`config.mk`:
```
export PLATFORM = sky130hd
export DESIGN_NAME = ibcl_merge
export DESIGN_NICKNAME = d
export VERILOG_FILES = /design/src/rtl/ibcl_pkg.sv /design/src/rtl/ibcl_merge.sv
export SDC_FILE = /design/constraint.sdc
export NUM_CORES = 1
export LEC_CHECK = 0
export BUFFER_PORTS_ARGS = -buffer_cell sky130_fd_sc_hd__buf_2
export CAP_MARGIN = 15
export CORE_ASPECT_RATIO = 0.6
export CORE_MARGIN = 8
export CORE_UTILIZATION = 29
export DETAILED_ROUTE_END_ITERATION = 16
export GPL_TIMING_DRIVEN = 0
export PLACE_DENSITY_LB_ADDON = 0.08
export SLEW_MARGIN = 0
export SYNTH_ARGS = -nofsm -noshare
export SYNTH_HDL_FRONTEND = slang
export SYNTH_SLANG_ARGS = --single-unit
```
`constraint.sdc`:
```
create_clock -name clk -period 22.4 [get_ports clk]
set_clock_uncertainty 0.1 [all_clocks]
set_input_delay 0 -clock clk [delete_from_list [all_inputs] [get_ports clk]]
set_output_delay 0 -clock clk [all_outputs]
set_load 0.01 [all_outputs]
```
`src/rtl/ibcl_pkg.sv`:
```
// shared types, constants and helpers for the imu bias calibrate low-pass block
`timescale 1ns / 1ps
package ibcl_pkg;

	localparam int NAXES = 6;
	localparam int NACCEL = 3;
	localparam int AXIS_AX = 0;
	localparam int AXIS_AY = 1;
	localparam int AXIS_AZ = 2;
	localparam int AXIS_GX = 3;
	localparam int AXIS_GY = 4;
	localparam int AXIS_GZ = 5;

	localparam int RAW_W = 16;
	localparam int DATA_W = 24;
	localparam int ALPHA_W = 16;
	localparam int ONEG_W = 15;
	localparam int SUM_W = 32;
	localparam int FRAC_BITS = 8;

	// calibration length, a power of two
	localparam int CAL_SAMPLES = 16384;
	localparam int CAL_SHIFT = $clog2(CAL_SAMPLES);
	localparam int CNT_W = $clog2(CAL_SAMPLES + 1);

	// filter datapath widths
	localparam int X_W = DATA_W + 2;
	localparam int PROD_W = X_W + ALPHA_W + 1;
	localparam int RND_W = PROD_W - ALPHA_W;
	localparam int NEWF_W = RND_W + 1;

	// bias datapath widths
	localparam int NUM_W = SUM_W + FRAC_BITS + 1;
	localparam int SAT_IN_W = NUM_W + 2;

	// register map
	localparam int PADDR_W = 4;
	localparam int PDATA_W = 32;
	localparam logic [1:0] REG_MODE = 2'd0;
	localparam logic [1:0] REG_ACCEL_ALPHA = 2'd1;
	localparam logic [1:0] REG_GYRO_ALPHA = 2'd2;
	localparam logic [1:0] REG_ACCEL_ONE_G = 2'd3;

	localparam logic [ALPHA_W-1:0] ACCEL_ALPHA_RST = ALPHA_W'(9175);
	localparam logic [ALPHA_W-1:0] GYRO_ALPHA_RST = ALPHA_W'(6554);
	localparam logic [ONEG_W-1:0] ONE_G_RST = ONEG_W'(16384);

	typedef logic [NAXES-1:0][DATA_W-1:0] lane_vec_t;

	typedef struct packed {
		logic step;
		logic cal;
		logic cal_last;
	} lane_ctrl_t;

	typedef struct packed {
		lane_vec_t axis;
		logic calibrating;
		logic done;
	} res_t;

	localparam logic signed [SAT_IN_W-1:0] SAT_HI = SAT_IN_W'(2 ** (DATA_W - 1) - 1);
	localparam logic signed [SAT_IN_W-1:0] SAT_LO = -SAT_IN_W'(2 ** (DATA_W - 1));

	function automatic logic signed [DATA_W-1:0] sat_data(input logic signed [SAT_IN_W-1:0] v);
		logic signed [DATA_W-1:0] r;
		if (v > SAT_HI) begin
			r = SAT_HI[DATA_W-1:0];
		end else if (v < SAT_LO) begin
			r = SAT_LO[DATA_W-1:0];
		end else begin
			r = v[DATA_W-1:0];
		end
		return r;
	endfunction

endpackage

```
`src/rtl/ibcl_merge.sv`:
```
// merges lane results and flags into the output register with a skid stage
`timescale 1ns / 1ps
module ibcl_merge (
	input  logic                  clk,
	input  logic                  arst_n,
	input  ibcl_pkg::lane_ctrl_t  ctrl,
	input  ibcl_pkg::lane_vec_t   lane_filt,
	input  logic                  result_stall,
	output logic                  result_valid,
	output ibcl_pkg::res_t        res_q,
	output logic                  sample_stall
);
	import ibcl_pkg::*;

	res_t res_new;
	res_t skid_q;
	logic out_valid_q;
	logic skid_valid_q;
	logic pop;

	always_comb begin
		res_new.axis = lane_filt;
		res_new.calibrating = ctrl.cal & ~ctrl.cal_last;
		res_new.done = ctrl.cal & ctrl.cal_last;
	end

	assign pop = out_valid_q & ~result_stall;

	always_ff @(posedge clk or negedge arst_n) begin
		if (!arst_n) begin
			out_valid_q <= 1'b0;
			skid_valid_q <= 1'b0;
		end else if (skid_valid_q) begin
			if (pop) begin
				skid_valid_q <= 1'b0;
			end
		end else if (ctrl.step) begin
			if (!out_valid_q || pop) begin
				out_valid_q <= 1'b1;
			end else begin
				skid_valid_q <= 1'b1;
			end
		end else if (pop) begin
			out_valid_q <= 1'b0;
		end
	end

	always_ff @(posedge clk) begin
		if (skid_valid_q) begin
			if (pop) begin
				res_q <= skid_q;
			end
		end else if (ctrl.step) begin
			if (!out_valid_q || pop) begin
				res_q <= res_new;
			end else begin
				skid_q <= res_new;
			end
		end
	end

	assign result_valid = out_valid_q;
	assign sample_stall = skid_valid_q;

endmodule

```
* After elaboration in Yosys (flattened, before gate mapping)
Index checks and enable logic that the tools add are counted. W data, S select, Z words.
Cells by class: equal/unequal tests 2, mux-type cells 11, bitwise logic cells 7, reduce and logical (&&, ||, !) cells 8
Operators by type and width (count):
- $mux W146 | 4
- $reduce_and A3 Y1 | 3
- $mux W1 | 7
- $reduce_bool A2 Y1 | 3
- $ne A2 B1 Y1 const B | 2
- $not A1 Y1 | 4
- $and A1 B1 Y1 | 3
- $logic_not A1 Y1 | 1
- $logic_or A1 B1 Y1 | 1
Storage, ports and cells: register bits after elaboration 294, input port bits 150, output and inout bits 148, logic and storage cells 46

* Longest topological paths before layout
depth after elaboration 6, mapped depth 5, gate-level depth less buffers 2

* Worst setup path before layout
No wires, ideal clock.
kind register to register, start point register skid_valid_q, in the netlist sample_stall, end point register res_q[0] (netlist name) (enable), setup time 0.875 ns, arrival time 11.442 ns, required time 21.425 ns, path slack 9.983 ns, stages on the path, launching flop included 5, path buffers 2, clock period less this slack 12.417 ns, cell sequence dfrtp_1 -> buf_6 -> buf_2 -> nand2b_1 -> a21boi_0
Between the ends: longest elaborated chain between the ends 2, elaborated cells between the ends (all ways) 4, those cells by class 1 x eq/ne; 3 x reduce/logical
Ends and longest elaborated chain:
- start, declared | RTL line ibcl_merge.sv:18 | logic skid_valid_q;
- start signal, assigned | RTL line ibcl_merge.sv:32 | skid_valid_q <= 1'b0;
- start signal, assigned | RTL line ibcl_merge.sv:35 | skid_valid_q <= 1'b0;
- start signal, assigned | RTL line ibcl_merge.sv:41 | skid_valid_q <= 1'b1;
- $ne A2 B1 Y1 (no line) / $reduce_bool A2 Y1 (equally long branches)
- $reduce_and A3 Y1 (no line) *
- end signal, assigned | RTL line ibcl_merge.sv:51 | res_q <= skid_q;
- end signal, assigned | RTL line ibcl_merge.sv:55 | res_q <= res_new;
- end, declared | RTL line ibcl_merge.sv:10 | output ibcl_pkg::res_t res_q,
Mark *: on every way between the ends. The rest lies on a longest branch, timed or not. A chain may end at the register's enable or synchronous reset.

* Worst setup path after layout
start point register skid_valid_q, in the netlist sample_stall, end point register skid_q[47] (netlist name) (enable)
Between the ends: longest elaborated chain between the ends 2
Ends and longest elaborated chain:
- $not A1 Y1 (no line)
- $reduce_and A3 Y1 (no line)
- end signal, assigned | RTL line ibcl_merge.sv:57 | skid_q <= res_new;
- end, declared | RTL line ibcl_merge.sv:16 | res_t skid_q;
Every way passes these cells.

==> flow_results.xml <==
<?xml version="1.0" encoding="UTF-8"?>
<metrics>
  <group name="setup_path">
    <metric name="crit_path_max_incr_delay" unit="ns">0.61</metric>
    <metric name="crit_start" unit="">sample_stall</metric>
    <metric name="r2r_slack" unit="ns">19.57</metric>
    <metric name="endpoint_kind" unit="">register</metric>
    <metric name="critical_path.startpoint_type" unit="">register</metric>
    <metric name="critPathCapture" unit="">skid_q[47]</metric>
    <metric name="r2r_end" unit="">skid_q[47]</metric>
    <metric name="crit-reg2reg-launch" unit="">sample_stall</metric>
    <metric name="timing.critical_path.slowest_stage_cell" unit="">nor2_4</metric>
    <metric name="critPathMostFrequentCell" unit="">buf_12</metric>
    <metric name="critical_path_peak_fanout" unit="">29</metric>
    <metric name="cp_data_required_time" unit="ns">22.55</metric>
    <metric name="crit_chain" unit="">buf_6, buf_2, nand2b_1, nor2_4, buf_12, buf_12, buf_12</metric>
    <metric name="crit_arrival" unit="ns">2.98</metric>
    <metric name="setup.worst_path.class" unit="">reg2reg</metric>
    <metric name="worst_r2r_path_depth" unit="">7</metric>
  </group>
  <group name="floorplan">
    <metric name="fp-row-count" unit="">55</metric>
    <metric name="fp.dieArea" unit="um2">44800</metric>
    <metric name="floorplan.initialDensity" unit="">0.294</metric>
    <metric name="die_x" unit="um">268</metric>
    <metric name="floorplan.die.height" unit="um">167</metric>
    <metric name="design.portCount" unit="">298</metric>
    <metric name="placeableCoreArea" unit="um2">37600</metric>
  </group>
  <group name="cts">
    <metric name="clock-sinks" unit="">294</metric>
    <metric name="worstSkewPairLatency" unit="ns">0.55</metric>
    <metric name="numCtsBuffers" unit="">30</metric>
    <metric name="clk_path_buf_depth" unit="">3</metric>
    <metric name="cts_htree_levels" unit="">1</metric>
    <metric name="post_cts_resize_count" unit="">0</metric>
    <metric name="post_cts_repair_setup_buffers" unit="">0</metric>
    <metric name="cts.root.buffer_cell" unit="">clkbuf_16</metric>
    <metric name="tritoncts" unit="">done</metric>
    <metric name="cts_clock_pin_slew_for_the_worst_setup_and_hold_paths" unit="ns">0.06</metric>
  </group>
  <group name="run_status">
    <metric name="status" unit="">complete, no violations</metric>
  </group>
  <group name="global_route">
    <metric name="grt_util_all_layers" unit="">0.115</metric>
    <metric name="globalRouteMet1Util" unit="">0.136</metric>
    <metric name="gr-total-overflow" unit="">0</metric>
    <metric name="antenna_found_initial" unit="">0</metric>
    <metric name="grt_pass1_vias" unit="">6952</metric>
    <metric name="busiest_metal_layer_after_global_routing" unit="">met2</metric>
    <metric name="grt_use_met3" unit="">0.0367</metric>
    <metric name="grt_max_degree" unit="">30</metric>
    <metric name="grt_use_met2" unit="">0.204</metric>
    <metric name="first_pass_grt_wire_length" unit="mm">40.7</metric>
  </group>
  <group name="final_layout">
    <metric name="fraction_of_final_layout_cells_sized_beyond_drive_strength_1" unit="">0.524</metric>
    <metric name="most_common_cell_after_layout_fill_and_taps_aside" unit="">buf_2</metric>
    <metric name="layout_common_cells" unit="">302 x buf_2, 292 x edfxtp_1, 152 x dlygate4sd3_1, 97 x mux2_4, 49 x mux2_2</metric>
    <metric name="antennaDiodeCount" unit="">0</metric>
    <metric name="area_growth_syn_to_layout" unit="%">44.4</metric>
    <metric name="finalNetCount" unit="">1110</metric>
  </group>
  <group name="route">
    <metric name="route.vias.total" unit="">6062</metric>
    <metric name="average_routed_wire_per_standard_cell" unit="um">17.8</metric>
    <metric name="via_per_inst" unit="">4.05</metric>
    <metric name="starting_drc_count_in_detailed_routing" unit="">283</metric>
    <metric name="detailed_routing_iterations_pass_1" unit="">4</metric>
    <metric name="drt.antenna.violating_nets" unit="">0</metric>
    <metric name="drc" unit="">0</metric>
    <metric name="routed_wirelength" unit="mm">26.6</metric>
  </group>
  <group name="sta">
    <metric name="grt_setup_unrepaired" unit="">no</metric>
    <metric name="timing.max_slew.rel_slack" unit="">0.379</metric>
    <metric name="fmax" unit="MHz">353</metric>
    <metric name="final.hold.worst_slack" unit="ns">0.0641</metric>
    <metric name="setup_tns" unit="ns">0</metric>
    <metric name="setup_viol_count_final" unit="">0</metric>
    <metric name="timing.final.crit_period" unit="ns">2.83</metric>
    <metric name="finalHoldViolations" unit="">0</metric>
    <metric name="slack_of_the_critical_path" unit="ns">19.57</metric>
    <metric name="final_max_slew_viol_count" unit="">0</metric>
    <metric name="max_slew.worst_pin.slew" unit="ns">0.929</metric>
    <metric name="layout_worst_path_cycle_share" unit="">0.126</metric>
  </group>
  <group name="logic_synthesis">
    <metric name="syn_avg_cell_area" unit="um2">23.6</metric>
    <metric name="mappedNetlistNets" unit="">619</metric>
    <metric name="synth.cell_area" unit="um2">11100</metric>
    <metric name="count_of_different_cell_masters_after_synthesis" unit="">16</metric>
    <metric name="ys_seq_area_frac" unit="">0.798</metric>
    <metric name="synth.yosys.warnings" unit="">0</metric>
    <metric name="synth_seq_cells" unit="">294</metric>
    <metric name="synthesis.instances" unit="">469</metric>
  </group>
  <group name="placed_design">
    <metric name="port_buffers" unit="">297</metric>
    <metric name="place_hpwl" unit="mm">18.9</metric>
    <metric name="gp_congestion" unit="">0.727</metric>
    <metric name="dp_slack" unit="ns">19.49</metric>
  </group>
  <group name="pwr">
    <metric name="power_per_cell_area" unit="nW/um2">122</metric>
    <metric name="vdd_drop_max" unit="V">0.0000607</metric>
    <metric name="cellLeakagePower" unit="nW">6.23</metric>
  </group>
  <group name="flow_run">
    <metric name="max_capacitance_violation_count" unit="">0</metric>
  </group>
  <group name="min_path">
    <metric name="hold_crit_path_type" unit="">in2reg</metric>
  </group>
</metrics>
==> cell type report <==
cell class	instances	area [um2]
multi-input combinational	157	2080
timing repair buffer	459	3210
inverter	1	3.75
sequential	294	8820
clock buffer	36	795
fill	3418	21700
clock inverter	18	244
tap	513	642
buffer	17	164
==> cells by family after synthesis <==
family,share of synthesized area
AND/OR/NAND/NOR,0.00306
buffers and inverters,0.0152
flip-flops,0.798
AO/OA/AOI/OAI,0.00204
multiplexers,0.182
==> layer usage <==
metal  up-vias  share of wire
met1      3021           0.41
met2       144           0.50
met3        35          0.069
met5         -              0
li1       2862              -
met4         0          0.021
==> cells in the mapped netlist <==
cell type,instances,area [um2]
mux2_2,49,552
nand2_1,3,11.3
buf_2,5,25.0
a21oi_1,2,10.0
dfrtp_1,2,50.1
nand2b_1,1,6.26
a21boi_0,1,7.51
inv_1,1,3.75
edfxtp_1,292,8770
buf_6,11,124
mux2_4,97,1460
buf_8,1,15.0
nor2_1,1,3.75
and2_1,1,6.26
o21ai_0,1,5.00
nor2b_1,1,6.26
==> per-stage QoR <==
stage,area (um2),instances,utilization,power (mW)
after floorplan,11100,469,-,1.24
after global placement,13200,1279,0.350,1.49
after detailed placement,13400,1289,0.356,1.43
after CTS,16000,1495,0.424,1.99
after global routing,16000,1495,0.424,2.04
final,16000,1495,0.424,1.95
==> critical path, delay by kind of cell, from the launching register on <==
kind	cells	cell delay [ns]
buf+inv	5	1.09
simple gates	2	0.90
flops	1	0.40
==> sequential cells by signal, summed over array words and instances (netlist names) <==
name	flops
skid_q	146
res_q	146
sample_stall	1
result_valid	1
==> repair_timing <==
item | 4_1_cts | 5_1_grt
setup endpoints to repair | 0 | 0
hold buffers | 152 | 0
endpoints found under the hold margin | 315 | 0
==> how the worst min path moves through the flow <==
| stage | from | end | slack, ns | cells past startpoint |
|---|---|---|---|---|
| global route | lane_filt[60] | skid_q[62] | 0.04 | 2 |
| finish | lane_filt[109] | skid_q[111] | 0.06 | 2 |
| floorplan | arst_n | result_valid | -0.40 | 0 |
| global placement | arst_n | sample_stall | -0.31 | 1 |
| CTS | lane_filt[109] | skid_q[111] | 0.03 | 2 |
| detailed placement | arst_n | sample_stall | -0.31 | 1 |
==> power breakdown <==
group	total (mW)	internal, mW	leakage (nW)	switching [mW]
registers	0.835	0.801	2.74	0.0340
logic	0.583	0.279	2.99	0.304
clock network	0.528	0.320	0.495	0.208
total	1.95	1.40	6.23	0.545
Power figures use the tool's default switching activity.
